### src/rtl/core/est_pkg.sv
// ----------------------------------------------------------------------------
// est_pkg
// Types, codes and the exposure table shared by the exposure sweep tuner.
// ----------------------------------------------------------------------------
package est_pkg;

  localparam int unsigned LVL_W       = 5;
  localparam int unsigned TABLE_DEPTH = 32;
  localparam int unsigned CNT_W       = 16;
  localparam int unsigned SCORE_W     = 16;
  localparam int unsigned EXPO_W      = 16;
  localparam int unsigned SET_W       = 13;
  localparam int unsigned KIND_W      = 2;
  localparam int unsigned MEAN_W      = 16;
  localparam int unsigned REACH_W     = 5;
  localparam int unsigned RATIO_W     = 4;
  localparam int unsigned CFG_W       = 16;
  localparam int unsigned CFG_IDX_W   = 2;

  // Exposure times per level; levels past the listed ones read zero
  localparam logic [SET_W-1:0] EXP_TABLE [TABLE_DEPTH] = '{
    13'd12,   13'd25,   13'd30,   13'd35,   13'd50,   13'd100,  13'd150,  13'd200,
    13'd250,  13'd300,  13'd400,  13'd500,  13'd1000, 13'd2000, 13'd4000, 13'd6000,
    13'd8000, 13'd0,    13'd0,    13'd0,    13'd0,    13'd0,    13'd0,    13'd0,
    13'd0,    13'd0,    13'd0,    13'd0,    13'd0,    13'd0,    13'd0,    13'd0
  };

  typedef enum logic [KIND_W-1:0] {
    KIND_TRIAL  = 2'd0,
    KIND_CHOSEN = 2'd1,
    KIND_MEAN   = 2'd2
  } est_kind_e;

  typedef enum logic [CFG_IDX_W-1:0] {
    CFG_PAUSE  = 2'd0,
    CFG_SETTLE = 2'd1,
    CFG_REACH  = 2'd2,
    CFG_RATIO  = 2'd3
  } est_cfg_idx_e;

  typedef enum logic [3:0] {
    PH_MON_PAUSE     = 4'b0001,
    PH_MON_COLLECT   = 4'b0010,
    PH_TRIAL_SETTLE  = 4'b0100,
    PH_TRIAL_COLLECT = 4'b1000
  } est_phase_e;

  typedef struct packed {
    logic [CNT_W-1:0]   pause_samples;
    logic [CNT_W-1:0]   settle_samples;
    logic [REACH_W-1:0] window_reach;
    logic [RATIO_W-1:0] retune_ratio_tenths;
  } est_cfg_t;

endpackage

### src/rtl/core/exposure_sweep_tuner.sv
// ----------------------------------------------------------------------------
// exposure_sweep_tuner
// Keeps a camera exposure level tuned from per-frame sharpness scores,
// sweeping nearby table levels when the windowed mean drops.
// ----------------------------------------------------------------------------
//
//   channel  | handshake                | payload
//   ---------+--------------------------+------------------------------------
//   in       | in_valid_i / in_ready_o  | action_i, blurriness_i,
//            |                          | reported_exposure_i
//   out      | out_valid_o / out_ready_i| kind_o, exposure_setting_o,
//            |                          | mean_blurriness_o
//   cfg      | cfg_we_i                 | cfg_index_i, cfg_wdata_i
//
// One item per cycle is accepted unless a result item waits on a full result
// register; a result goes through the input register, state update into the
// result register and mean multiply into the output register.
// Reset clears the handshake state and tuning state; the configuration
// registers take their defaults. No clearing pass is needed.
// A stalled output holds its item while two more stages keep filling;
// items without a result flow until a result item waits in the input stage.
// ----------------------------------------------------------------------------
module exposure_sweep_tuner #(
  parameter int unsigned LEVELS         = 17,
  parameter int unsigned WINDOW_SAMPLES = 30
) (
  input  logic                          clk_i,
  input  logic                          rst_ni,
  input  logic                          in_valid_i,
  output logic                          in_ready_o,
  input  logic                          action_i,
  input  logic [est_pkg::SCORE_W-1:0]   blurriness_i,
  input  logic [est_pkg::EXPO_W-1:0]    reported_exposure_i,
  output logic                          out_valid_o,
  input  logic                          out_ready_i,
  output logic [est_pkg::KIND_W-1:0]    kind_o,
  output logic [est_pkg::SET_W-1:0]     exposure_setting_o,
  output logic [est_pkg::MEAN_W-1:0]    mean_blurriness_o,
  input  logic                          cfg_we_i,
  input  logic [est_pkg::CFG_IDX_W-1:0] cfg_index_i,
  input  logic [est_pkg::CFG_W-1:0]     cfg_wdata_i
);
  import est_pkg::*;

  localparam int unsigned SUM_W = $clog2(WINDOW_SAMPLES * 65535 + 1);

  est_cfg_t           cfg_q;
  logic               res_valid;
  logic               res_ready;
  est_kind_e          res_kind;
  logic [SET_W-1:0]   res_setting;
  logic [SUM_W-1:0]   res_sum;

  always_ff @(posedge clk_i or negedge rst_ni) begin
    if (!rst_ni) begin
      cfg_q.pause_samples       <= 16'd1500;
      cfg_q.settle_samples      <= 16'd1000;
      cfg_q.window_reach        <= 5'd2;
      cfg_q.retune_ratio_tenths <= 4'd9;
    end else if (cfg_we_i) begin
      unique case (cfg_index_i)
        CFG_PAUSE:  cfg_q.pause_samples       <= cfg_wdata_i;
        CFG_SETTLE: cfg_q.settle_samples      <= cfg_wdata_i;
        CFG_REACH:  cfg_q.window_reach        <= cfg_wdata_i[REACH_W-1:0];
        CFG_RATIO:  cfg_q.retune_ratio_tenths <= cfg_wdata_i[RATIO_W-1:0];
        default: ;
      endcase
    end
  end

  est_core #(
    .LEVELS         (LEVELS),
    .WINDOW_SAMPLES (WINDOW_SAMPLES),
    .SUM_W          (SUM_W)
  ) u_core (
    .clk_i               (clk_i),
    .rst_ni              (rst_ni),
    .cfg_i               (cfg_q),
    .in_valid_i          (in_valid_i),
    .in_ready_o          (in_ready_o),
    .action_i            (action_i),
    .blurriness_i        (blurriness_i),
    .reported_exposure_i (reported_exposure_i),
    .res_valid_o         (res_valid),
    .res_ready_i         (res_ready),
    .res_kind_o          (res_kind),
    .res_setting_o       (res_setting),
    .res_sum_o           (res_sum)
  );

  est_mean #(
    .WINDOW_SAMPLES (WINDOW_SAMPLES),
    .SUM_W          (SUM_W)
  ) u_mean (
    .clk_i              (clk_i),
    .rst_ni             (rst_ni),
    .res_valid_i        (res_valid),
    .res_ready_o        (res_ready),
    .res_kind_i         (res_kind),
    .res_setting_i      (res_setting),
    .res_sum_i          (res_sum),
    .out_valid_o        (out_valid_o),
    .out_ready_i        (out_ready_i),
    .kind_o             (kind_o),
    .exposure_setting_o (exposure_setting_o),
    .mean_blurriness_o  (mean_blurriness_o)
  );

endmodule

### src/rtl/core/est_core.sv
// ----------------------------------------------------------------------------
// est_core
// Input register, tuning state and result register of the exposure tuner.
// One item is processed per cycle unless its result finds the register full.
// ----------------------------------------------------------------------------
module est_core #(
  parameter int unsigned LEVELS         = 17,
  parameter int unsigned WINDOW_SAMPLES = 30,
  parameter int unsigned SUM_W          = 21
) (
  input  logic                          clk_i,
  input  logic                          rst_ni,
  input  est_pkg::est_cfg_t             cfg_i,
  input  logic                          in_valid_i,
  output logic                          in_ready_o,
  input  logic                          action_i,
  input  logic [est_pkg::SCORE_W-1:0]   blurriness_i,
  input  logic [est_pkg::EXPO_W-1:0]    reported_exposure_i,
  output logic                          res_valid_o,
  input  logic                          res_ready_i,
  output est_pkg::est_kind_e            res_kind_o,
  output logic [est_pkg::SET_W-1:0]     res_setting_o,
  output logic [SUM_W-1:0]              res_sum_o
);
  import est_pkg::*;

  localparam int unsigned RAT_W = SUM_W + 4;
  localparam int unsigned LVL_EXT_W = LVL_W + 1;

  function automatic logic [SET_W-1:0] table_at(input logic [LVL_W-1:0] lvl);
    logic [SET_W-1:0] val;
    val = '0;
    if ({1'b0, lvl} < LVL_EXT_W'(LEVELS)) begin
      val = EXP_TABLE[lvl];
    end
    return val;
  endfunction

  // input register
  logic                in_v_q;
  logic                in_action_q;
  logic [SCORE_W-1:0]  in_score_q;
  logic [EXPO_W-1:0]   in_rep_q;

  // tuning state
  est_phase_e          phase_q, phase_d;
  logic [CNT_W-1:0]    cnt_q, cnt_d;
  logic [SUM_W-1:0]    win_q, win_d;
  logic [SUM_W-1:0]    tuned_q, tuned_d;
  logic [SUM_W-1:0]    best_sum_q, best_sum_d;
  logic [LVL_W-1:0]    best_lvl_q, best_lvl_d;
  logic [LVL_W-1:0]    trial_q, trial_d;
  logic [LVL_W-1:0]    upper_q, upper_d;
  logic [LVL_W-1:0]    cur_q, cur_d;

  // result register
  logic                res_v_q;
  est_kind_e           res_kind_q;
  logic [SET_W-1:0]    res_setting_q;
  logic [SUM_W-1:0]    res_sum_q;

  logic                pausing;
  logic [CNT_W-1:0]    limit;
  est_phase_e          coll_phase;
  logic [SUM_W-1:0]    base_sum;
  logic [CNT_W-1:0]    base_cnt;
  logic [SUM_W-1:0]    sum_new;
  logic [CNT_W-1:0]    cnt_new;
  logic [RAT_W-1:0]    sum_x10;
  logic [RAT_W-1:0]    thr;
  logic                retune;
  logic [LVL_W-1:0]    lo_lvl;
  logic [LVL_W-1:0]    hi_lvl;
  logic [LVL_EXT_W-1:0] hi_ext;
  logic                better;
  logic [SUM_W-1:0]    nb_sum;
  logic [LVL_W-1:0]    nb_lvl;
  logic [LVL_W-1:0]    match_lvl;
  logic                emit;
  est_kind_e           e_kind;
  logic [LVL_W-1:0]    e_lvl;
  logic [SUM_W-1:0]    e_sum;
  logic                res_free;
  logic                fire;

  assign pausing    = (phase_q == PH_MON_PAUSE) || (phase_q == PH_TRIAL_SETTLE);
  assign limit      = (phase_q == PH_MON_PAUSE) ? cfg_i.pause_samples : cfg_i.settle_samples;
  assign coll_phase = ((phase_q == PH_MON_PAUSE) || (phase_q == PH_MON_COLLECT)) ?
                      PH_MON_COLLECT : PH_TRIAL_COLLECT;
  // leaving a pause starts a fresh window
  assign base_sum   = pausing ? '0 : win_q;
  assign base_cnt   = pausing ? '0 : cnt_q;
  assign sum_new    = base_sum + SUM_W'(in_score_q);
  assign cnt_new    = base_cnt + CNT_W'(1);

  assign sum_x10 = RAT_W'({sum_new, 3'b000}) + RAT_W'({sum_new, 1'b0});
  assign thr     = RAT_W'(cfg_i.retune_ratio_tenths) * RAT_W'(tuned_q);
  assign retune  = (tuned_q == '0) || (sum_x10 < thr);

  assign lo_lvl = (cur_q > cfg_i.window_reach) ? (cur_q - cfg_i.window_reach) : '0;
  assign hi_ext = {1'b0, cur_q} + {1'b0, cfg_i.window_reach};
  assign hi_lvl = (hi_ext > LVL_EXT_W'(LEVELS - 1)) ? LVL_W'(LEVELS - 1) : hi_ext[LVL_W-1:0];

  assign better = sum_new > best_sum_q;
  assign nb_sum = better ? sum_new : best_sum_q;
  assign nb_lvl = better ? trial_q : best_lvl_q;

  // first level whose exposure equals the report, level 0 when none does
  always_comb begin
    match_lvl = '0;
    for (int i = TABLE_DEPTH - 1; i >= 0; i--) begin
      if ((i < int'(LEVELS)) && ({3'b000, EXP_TABLE[i]} == in_rep_q)) begin
        match_lvl = LVL_W'(i);
      end
    end
  end

  always_comb begin
    phase_d    = phase_q;
    cnt_d      = cnt_q;
    win_d      = win_q;
    tuned_d    = tuned_q;
    best_sum_d = best_sum_q;
    best_lvl_d = best_lvl_q;
    trial_d    = trial_q;
    upper_d    = upper_q;
    cur_d      = cur_q;
    emit       = 1'b0;
    e_kind     = KIND_MEAN;
    e_lvl      = '0;
    e_sum      = '0;
    if (in_action_q) begin
      cur_d = match_lvl;
    end else if (pausing && (cnt_q < limit)) begin
      cnt_d = cnt_q + CNT_W'(1);
    end else if (cnt_new < CNT_W'(WINDOW_SAMPLES)) begin
      win_d   = sum_new;
      cnt_d   = cnt_new;
      phase_d = coll_phase;
    end else if (coll_phase == PH_MON_COLLECT) begin
      emit  = 1'b1;
      cnt_d = '0;
      win_d = '0;
      if (retune) begin
        upper_d    = hi_lvl;
        best_sum_d = '0;
        best_lvl_d = '0;
        trial_d    = lo_lvl;
        cur_d      = lo_lvl;
        phase_d    = PH_TRIAL_SETTLE;
        e_kind     = KIND_TRIAL;
        e_lvl      = lo_lvl;
      end else begin
        phase_d = PH_MON_PAUSE;
        e_kind  = KIND_MEAN;
        e_sum   = sum_new;
      end
    end else begin
      emit       = 1'b1;
      cnt_d      = '0;
      win_d      = '0;
      best_sum_d = nb_sum;
      best_lvl_d = nb_lvl;
      if (trial_q < upper_q) begin
        trial_d = trial_q + LVL_W'(1);
        cur_d   = trial_q + LVL_W'(1);
        phase_d = PH_TRIAL_SETTLE;
        e_kind  = KIND_TRIAL;
        e_lvl   = trial_q + LVL_W'(1);
      end else begin
        cur_d   = nb_lvl;
        tuned_d = nb_sum;
        phase_d = PH_MON_PAUSE;
        e_kind  = KIND_CHOSEN;
        e_lvl   = nb_lvl;
        e_sum   = nb_sum;
      end
    end
  end

  assign res_free   = !res_v_q || res_ready_i;
  // an item that yields no result never waits on the result register
  assign fire       = in_v_q && (!emit || res_free);
  assign in_ready_o = !in_v_q || fire;

  always_ff @(posedge clk_i or negedge rst_ni) begin
    if (!rst_ni) begin
      in_v_q     <= 1'b0;
      res_v_q    <= 1'b0;
      phase_q    <= PH_MON_COLLECT;
      cnt_q      <= '0;
      win_q      <= '0;
      tuned_q    <= '0;
      best_sum_q <= '0;
      best_lvl_q <= '0;
      trial_q    <= '0;
      upper_q    <= '0;
      cur_q      <= '0;
    end else begin
      if (in_ready_o) begin
        in_v_q <= in_valid_i;
      end
      if (fire) begin
        phase_q    <= phase_d;
        cnt_q      <= cnt_d;
        win_q      <= win_d;
        tuned_q    <= tuned_d;
        best_sum_q <= best_sum_d;
        best_lvl_q <= best_lvl_d;
        trial_q    <= trial_d;
        upper_q    <= upper_d;
        cur_q      <= cur_d;
      end
      if (res_free) begin
        res_v_q <= fire && emit;
      end
    end
  end

  always_ff @(posedge clk_i) begin
    if (in_ready_o && in_valid_i) begin
      in_action_q <= action_i;
      in_score_q  <= blurriness_i;
      in_rep_q    <= reported_exposure_i;
    end
    if (fire && emit) begin
      res_kind_q    <= e_kind;
      res_setting_q <= (e_kind == KIND_MEAN) ? '0 : table_at(e_lvl);
      res_sum_q     <= e_sum;
    end
  end

  assign res_valid_o   = res_v_q;
  assign res_kind_o    = res_kind_q;
  assign res_setting_o = res_setting_q;
  assign res_sum_o     = res_sum_q;

endmodule

### src/rtl/core/est_mean.sv
// ----------------------------------------------------------------------------
// est_mean
// Output stage: turns a window sum into its truncated mean by a reciprocal
// multiply and holds the finished item for the consumer.
// ----------------------------------------------------------------------------
module est_mean #(
  parameter int unsigned WINDOW_SAMPLES = 30,
  parameter int unsigned SUM_W          = 21
) (
  input  logic                          clk_i,
  input  logic                          rst_ni,
  input  logic                          res_valid_i,
  output logic                          res_ready_o,
  input  est_pkg::est_kind_e            res_kind_i,
  input  logic [est_pkg::SET_W-1:0]     res_setting_i,
  input  logic [SUM_W-1:0]              res_sum_i,
  output logic                          out_valid_o,
  input  logic                          out_ready_i,
  output logic [est_pkg::KIND_W-1:0]    kind_o,
  output logic [est_pkg::SET_W-1:0]     exposure_setting_o,
  output logic [est_pkg::MEAN_W-1:0]    mean_blurriness_o
);
  import est_pkg::*;

  // ceil(2^S / N) with S = SUM_W + ceil(log2 N) gives the exact floor
  // quotient for every sum below 2^SUM_W
  localparam int unsigned DIV_SHIFT = SUM_W + $clog2(WINDOW_SAMPLES);
  localparam int unsigned MUL_W     = SUM_W + 2;
  localparam int unsigned PROD_W    = SUM_W + MUL_W;
  localparam logic [63:0] DIV_MUL_FULL =
    ((64'd1 << DIV_SHIFT) + 64'(WINDOW_SAMPLES) - 64'd1) / 64'(WINDOW_SAMPLES);
  localparam logic [MUL_W-1:0] DIV_MUL = DIV_MUL_FULL[MUL_W-1:0];

  logic [PROD_W-1:0]  prod;
  logic               out_v_q;
  est_kind_e          kind_q;
  logic [SET_W-1:0]   setting_q;
  logic [MEAN_W-1:0]  mean_q;

  assign prod        = {{MUL_W{1'b0}}, res_sum_i} * {{SUM_W{1'b0}}, DIV_MUL};
  assign res_ready_o = !out_v_q || out_ready_i;

  always_ff @(posedge clk_i or negedge rst_ni) begin
    if (!rst_ni) begin
      out_v_q <= 1'b0;
    end else if (res_ready_o) begin
      out_v_q <= res_valid_i;
    end
  end

  always_ff @(posedge clk_i) begin
    if (res_ready_o && res_valid_i) begin
      kind_q    <= res_kind_i;
      setting_q <= res_setting_i;
      mean_q    <= prod[DIV_SHIFT +: MEAN_W];
    end
  end

  assign out_valid_o        = out_v_q;
  assign kind_o             = kind_q;
  assign exposure_setting_o = setting_q;
  assign mean_blurriness_o  = mean_q;

endmodule

### config.mk
export PLATFORM = sky130hd
export DESIGN_NAME = exposure_sweep_tuner
export DESIGN_NICKNAME = d
export VERILOG_FILES = /design/src/rtl/core/est_pkg.sv /design/src/rtl/core/exposure_sweep_tuner.sv /design/src/rtl/core/est_core.sv /design/src/rtl/core/est_mean.sv
export SDC_FILE = /design/constraint.sdc
export NUM_CORES = 1
export LEC_CHECK = 0
export BUFFER_PORTS_ARGS = -buffer_cell sky130_fd_sc_hd__buf_2
export CAP_MARGIN = 20
export CELL_PAD_IN_SITES_DETAIL_PLACEMENT = 1
export CELL_PAD_IN_SITES_GLOBAL_PLACEMENT = 1
export CORE_MARGIN = 2
export CORE_UTILIZATION = 50
export CTS_BUF_LIST = sky130_fd_sc_hd__clkbuf_16
export DETAILED_ROUTE_END_ITERATION = 16
export PLACE_DENSITY = 0.91
export SETUP_SLACK_MARGIN = 0.2
export SYNTH_ARGS = -nofsm -noshare
export SYNTH_HDL_FRONTEND = slang
export SYNTH_SLANG_ARGS = --single-unit
### constraint.sdc
create_clock -name clk_i -period 10.6 [get_ports clk_i]
set_input_delay 1.06 -clock clk_i [delete_from_list [all_inputs] [get_ports clk_i]]
set_output_delay 1.06 -clock clk_i [all_outputs]
set_load 0.01 [all_outputs]
* After elaboration in Yosys (flattened, before gate mapping) *
Memories as Yosys holds them, arrays and structs flattened. A register that Yosys moved wholly into a read port is not among the register bits.
Index checks and enable logic that the tools add are counted.

storage, ports and cells
  register bits after elaboration = 234
  word-level logic and storage cells = 171
  bits in read-only memories = 416
  output and inout bits = 33
  memories kept = 1
  input bits = 56

operators by class
  equality and inequality tests = 29
  bitwise logic cells = 7
  multiply operators = 2
  $lt $le $gt $ge = 8
  reduce and logical (&&, ||, !) cells = 32
  $add $sub $neg = 7
  mux-type cells = 61

memories
  memory           words  bits a word  rd ports  clocked after Yosys merged registers in  write ports  RTL line        RTL
  (no name shown)  32     13           1         1                                        0            est_core.sv:34  val = EXP_TABLE[lvl];

operator list
  operator                                                                       number
  5-bit 2-to-1 mux                                                               35
  21-bit 2-to-1 mux                                                              8
  16-bit 2-to-1 mux                                                              4
  8-bit by 16-bit equality test with 1-bit output, first input constant          3
  9-bit by 16-bit equality test with 1-bit output, first input constant          3
  21-bit by 22-bit multiplier with 42-bit output, second input constant          1
  16-bit by 1-bit adder with 16-bit output, second input constant                2
  13-bit by 16-bit equality test with 1-bit output, first input constant         2
  5-bit by 16-bit equality test with 1-bit output, first input constant          2
  6-bit by 16-bit equality test with 1-bit output, first input constant          2
  24-bit by 22-bit adder with 25-bit output                                      1
  25-bit less-than comparator                                                    1
  4-bit by 21-bit multiplier with 25-bit output                                  1
  21-bit by 16-bit adder with 21-bit output                                      1
  21-bit > comparator                                                            1
  21-bit logical NOT                                                             1
  6-bit AND reduction                                                            3
  10-bit by 16-bit equality test with 1-bit output, first input constant         1
  11-bit by 16-bit equality test with 1-bit output, first input constant         1
  12-bit by 16-bit equality test with 1-bit output, first input constant         1
  4-bit by 16-bit equality test with 1-bit output, first input constant          1
  7-bit by 16-bit equality test with 1-bit output, first input constant          1
  16-bit less-than comparator                                                    1
  16-bit by 5-bit less-than comparator with 1-bit output, second input constant  1
  31 further kinds                                                               68

* Longest topological paths before layout *
  word-level depth = 19
  mapped depth = 43
  gate-level depth less buffers = 40

* Hierarchy *
From an unflattened synthesis, not the netlist that was laid out.

unflattened totals
  cells, all modules = 2,249
  area total of the unflattened synthesis = 21,858.5 sq um

modules (own cells, without submodules)
  module                area an instance (sq um)  times used  cells each
  est_core              14,711.6                  1           1,650
  est_mean              5,571.6                   1           511
  exposure_sweep_tuner  1,575.3                   1           88

* Least setup slack after synthesis *
OpenSTA, ideal clock, no wires.

  path kind = register to register
  start = reg u_core.phase_q[2]
  end = reg u_core.res_setting_q[2], in the netlist u_core.res_setting_o[2] (data pin)
  path slack = 2,176 ps
  arrival = 8,153 ps
  data required time = 10,330 ps
  cell stages (with the launch flop) = 40
  cells stage by stage = dfrtp_1 -> xnor2_1 -> or3_1 -> clkbuf_1 -> clkbuf_1 -> clkbuf_1 -> nand2_1 -> fa_1 -> nor2b_1 -> o21ai_1 -> a21boi_0 -> o21ai_1 -> a21oi_1 -> nor2_1 -> nor2b_1 -> o21ai_0 -> a211oi_1 -> ha_1 -> [... 4 more ...] -> o211ai_1 -> o211a_1 -> o21a_1 -> o21ai_0 -> xnor2_1 -> ha_1 -> a211o_1 -> nand3b_1 -> nor3_1 -> a211o_1 -> clkbuf_1 -> nand2_1 -> a31oi_1 -> inv_1 -> ha_1 -> mux2_2 -> mux2i_1 -> a21oi_1

on the way
  word-level cells in the longest chain between the ends = 15

RTL lines
  what                                                                                                                     RTL line                                        RTL
  start: declaration                                                                                                       est_core.sv:46                                  est_phase_e phase_q, phase_d;
  start signal: assignment                                                                                                 est_core.sv:204                                 phase_q <= phase_d;
  4-bit by 1-bit equality test with 1-bit output / 4-bit by 3-bit equality test with 1-bit output (equally long branches)  est_core.sv:86, est_core.sv:87, est_core.sv:88
  1-bit logical OR                                                                                                         est_core.sv:86                                  assign pausing = (phase_q == PH_MON_PAUSE) || (phase_q == PH_TRIAL_SETTLE);
  21-bit 2-to-1 mux                                                                                                        est_core.sv:91                                  assign base_sum = pausing ? '0 : win_q;
  21-bit by 16-bit adder with 21-bit output                                                                                est_core.sv:93                                  assign sum_new = base_sum + SUM_W'(in_score_q);
  24-bit by 22-bit adder with 25-bit output                                                                                est_core.sv:96                                  assign sum_x10 = RAT_W'({sum_new, 3'b000}) + RAT_W'({sum_new, 1'b0});
  25-bit less-than comparator                                                                                              est_core.sv:98                                  assign retune = (tuned_q == '0) || (sum_x10 < thr);
  1-bit logical OR                                                                                                         est_core.sv:98
  5-bit 2-to-1 mux                                                                                                         est_core.sv:144                                 if (retune) begin
  5-bit 2-to-1 mux                                                                                                         est_core.sv:140                                 end else if (coll_phase == PH_MON_COLLECT) begin
  5-bit 2-to-1 mux                                                                                                         est_core.sv:136                                 end else if (cnt_new < CNT_W'(WINDOW_SAMPLES)) begin
  5-bit 2-to-1 mux                                                                                                         est_core.sv:134                                 end else if (pausing && (cnt_q < limit)) begin
  5-bit 2-to-1 mux                                                                                                         est_core.sv:132                                 if (in_action_q) begin
  5-bit less-than comparator                                                                                               est_core.sv:33                                  if ({1'b0, lvl} < LVL_EXT_W'(LEVELS)) begin
  1-bit inverter (no source line)                                                                                          -
  2-bit OR reduction (no source line)                                                                                      -
  end: declaration                                                                                                         est_core.sv:59                                  logic [SET_W-1:0] res_setting_q;

Parallel ways exist; a longest one is shown, timed or not.
A chain may end at the register's enable or synchronous reset.

* Final worst setup path *
  start = reg u_core.phase_q[2]
  end = reg u_core.res_setting_q[4], in the netlist u_core.res_setting_o[4] (data pin)

on the way
  word-level cells in the longest chain between the ends = 15

RTL lines
  what                                                                                                                     RTL line                                        RTL
  4-bit by 1-bit equality test with 1-bit output / 4-bit by 3-bit equality test with 1-bit output (equally long branches)  est_core.sv:86, est_core.sv:87, est_core.sv:88
  1-bit logical OR                                                                                                         est_core.sv:86
  21-bit 2-to-1 mux                                                                                                        est_core.sv:91
  21-bit by 16-bit adder with 21-bit output                                                                                est_core.sv:93
  24-bit by 22-bit adder with 25-bit output                                                                                est_core.sv:96
  25-bit less-than comparator                                                                                              est_core.sv:98
  1-bit logical OR                                                                                                         est_core.sv:98
  5-bit 2-to-1 mux                                                                                                         est_core.sv:144
  5-bit 2-to-1 mux                                                                                                         est_core.sv:140
  5-bit 2-to-1 mux                                                                                                         est_core.sv:136
  5-bit 2-to-1 mux *                                                                                                       est_core.sv:134
  5-bit 2-to-1 mux *                                                                                                       est_core.sv:132
  net u_core.e_lvl[0]                                                                                                      est_core.sv:81                                  logic [LVL_W-1:0] e_lvl;
  5-bit less-than comparator                                                                                               est_core.sv:33
  1-bit inverter (no source line)                                                                                          -
  2-bit OR reduction (no source line)                                                                                      -

The timed path passes the listed nets; every way through them passes the cells marked *.

==> impl_metrics.toml <==
[yosys]
avgSynthCellArea_um2 = 9.75
ys_seq_area_frac = 0.311
syn_nets = 2689
synth-seq-cells = 247
syn-instance-count = 2210
yosysWarnings = 0
ys_types = 85
synth_enable_flop_cells = 100
ys.flop_type = "dfrtp_1"
synth_area_mm2 = 0.0215
synth_async_sr_flop_share = 0.595

[floorplan]
design.die.area_mm2 = 0.0447
start_util = 0.503
die_w_um = 212
ios = 89
die_h_um = 212
rows = 76
core_area_mm2 = 0.0428

[critical_path]
reg2reg_from = "u_core.phase_q[2]"
critPathKind = "flip-flop to flip-flop"
cp_slowest_cell = "o41ai_1"
rr_worst_depth = 34
arrival_ns = 10.20
max_stage_delay_ns = 0.57
critPathMaxFanout = 28
critPathLaunchType = "flip-flop"
cp-startpoint = "u_core.phase_q[2]"
endpoint_kind = "flip-flop"
cp.required_ns = 10.95
crit_path_frequent_cell = "ha_1"

[outcome]
outcome = "finished clean"

[clocking]
cts_made_buffers = 29
clock_latency_ns = 0.60
clkTransAtPathRegs_ns = 0.06
cts_tree = "yes"
htree_levels = 1
clock_path_buffers = 3
cts_root_buf = "clkbuf_16"
cts.sinks = 247
cts_setup_buffers = 0

[sta]
clock_skew_ns = 0.0219
max_slew_margin = 0.253
final.period_utilization = 0.929
worstMarginPinSlew_ns = 1.11
fmax_mhz = 102
finalHoldViolCount = 0
rsz0062_at_grt = "false"
setup_violations = 0
slew_violations = 0
min_period_ns = 9.85
tns_ns = 0

[global_route]
antenna_found_initial = 0
grt_overflow_total = 0
grt_max_degree = 80
grt_pass1_wl_mm = 113
grt_usage = 0.324
grt_pass1_vias = 20600

[detailed_routing]
dr.pass1.iters = 6
antenna_left = 0
first_iter_violations = 1573
vias = 18300
wire_per_inst_um = 25.2
drc_errors = 0
viasPerCell = 6.41
wirelength_mm = 72.2

[place]
place_area_mm2 = 0.0226
place_congestion = 0.925
dp_hpwl_mm = 53.3
dp_cells = 2807
io_buffers = 88

[worst_hold_path]
hold_path_class = "flip-flop to flip-flop"
whs_path_depth = 0
hp-start = "u_core.res_setting_o[3]"

[cells_and_area]
final_nets = 2772
final_area_mm2 = 0.0236
fin_util = 0.551
insertedDiodeCount = 0
finalNonFillerCells = 2862
syn2layout_area_growth_pct = 9.53
drive_gt1_frac = 0.111

[flow_run]
max_cap_viol_count = 0
-- Yosys cell counts (all sizes together) (15+ instances only) --
cell type,number,area [µm²]
o31ai,21,158
mux2i,23,230
ha,321,4020
o21a,15,113
nand2b,24,158
dfrtp,130,3250
o21ai,102,514
nand3,55,280
nor3,42,210
a31oi,25,163
a22o,33,289
a21o,41,315
buf,19,118
inv,228,856
dfstp,17,447
and2,52,325
nor2,129,492
nand2,237,890
nor2b,23,144
mux2,51,574
and3,15,93.8
nand4,21,138
edfxtp,100,3000
a21oi,91,455
fa,102,2040
xor2,35,307
clkbuf,40,150
xnor2,42,368
-- stage by stage --
stage	hold slack, ns	setup slack [ns]
after floorplan	0.400	2.18
after global placement	0.404	1.51
after detailed placement	0.409	0.988
after CTS	0.428	0.684
after global routing	0.431	0.231
final	0.425	0.750
-- metal layers --
metal / routed length, µm / vias up / track usage
li1: - / 7989 / -
met1: 26600 / 9138 / 0.362
met2: 35900 / 874 / 0.571
met3: 4510 / 347 / 0.0555
met4: 5180 / 0 / 0.208
met5: 0 / - / 0
-- placed cells by master (no fill, tap or decap), drive strengths merged, types with 51 or more instances in the layout --
cell	Yosys	final
nand3	55	55
nand2	237	237
nor2	129	129
edfxtp	100	100
and2	52	52
inv	228	237
a21oi	91	91
ha	321	321
fa	102	102
dfrtp	130	130
o21ai	102	102
buf	19	111
mux2	51	51
-- sequential cells by signal, indices dropped and copies added (netlist names) --
name / cells
cfg_q: 41
u_core.best_lvl_q: 5
u_core.best_sum_q: 21
u_core.cnt_q: 16
u_core.cur_q: 5
u_core.in_action_q: 1
u_core.in_rep_q: 16
u_core.in_score_q: 16
u_core.in_v_q: 1
u_core.phase_q: 4
u_core.res_kind_o: 2
u_core.res_setting_o: 13
u_core.res_sum_o: 21
u_core.res_valid_o: 1
u_core.trial_q: 5
u_core.tuned_q: 21
u_core.upper_q: 5
u_core.win_q: 21
u_mean.exposure_setting_o: 13
u_mean.kind_o: 2
u_mean.mean_blurriness_o: 16
u_mean.out_valid_o: 1
-- logic make-up after synthesis --
group,count (synthesis),share of synthesized area
XOR/XNOR,77,0.0313
AND/OR/NAND/NOR,653,0.146
AO/OA/AOI/OAI,449,0.140
multiplexers,74,0.0374
adder cells (fa/ha/maj),423,0.281
flip-flops,247,0.311
buffers and inverters,287,0.0522
-- critical path: cells and delay by family, from the launching register on --
kind	cells	cell delay, ns
adder cells (fa/ha/maj)	4	1.32
AND/OR/NAND/NOR	8	2.22
flip-flops	1	0.46
XOR/XNOR	2	0.35
buffers and inverters	3	0.47
AO/OA/AOI/OAI	17	4.76
-- final cells by class --
class	instances	area, µm²
fill	4754	19200
multi-input combinational	1676	13800
sequential	247	6700
inverter	228	856
clock buffer	29	726
tap	546	683
timing repair buffer	111	619
clock inverter	25	246
-- worst paths after layout --
path / endpoint / slack, ns
setup / recovery: u_core.res_setting_o[4] / 0.75
hold / removal: u_mean.exposure_setting_o[3] / 0.42
setup reg to reg: u_core.res_setting_o[4] / 0.75
hold reg to reg: u_mean.exposure_setting_o[3] / 0.42
max in group asynchronous: u_core.tuned_q[14] / 8.58
min in group asynchronous: cfg_q[26] / 0.50
-- timing repair --
| item | CTS | global route |
|---|---|---|
| hold buffers | 0 | 0 |
| gates resized for setup | 0 | 2 |
| setup endpoints to repair | 0 | 7 |
Power is not shown: default switching activity piles up to over one toggle a cycle in this logic, so the estimate is an artifact.
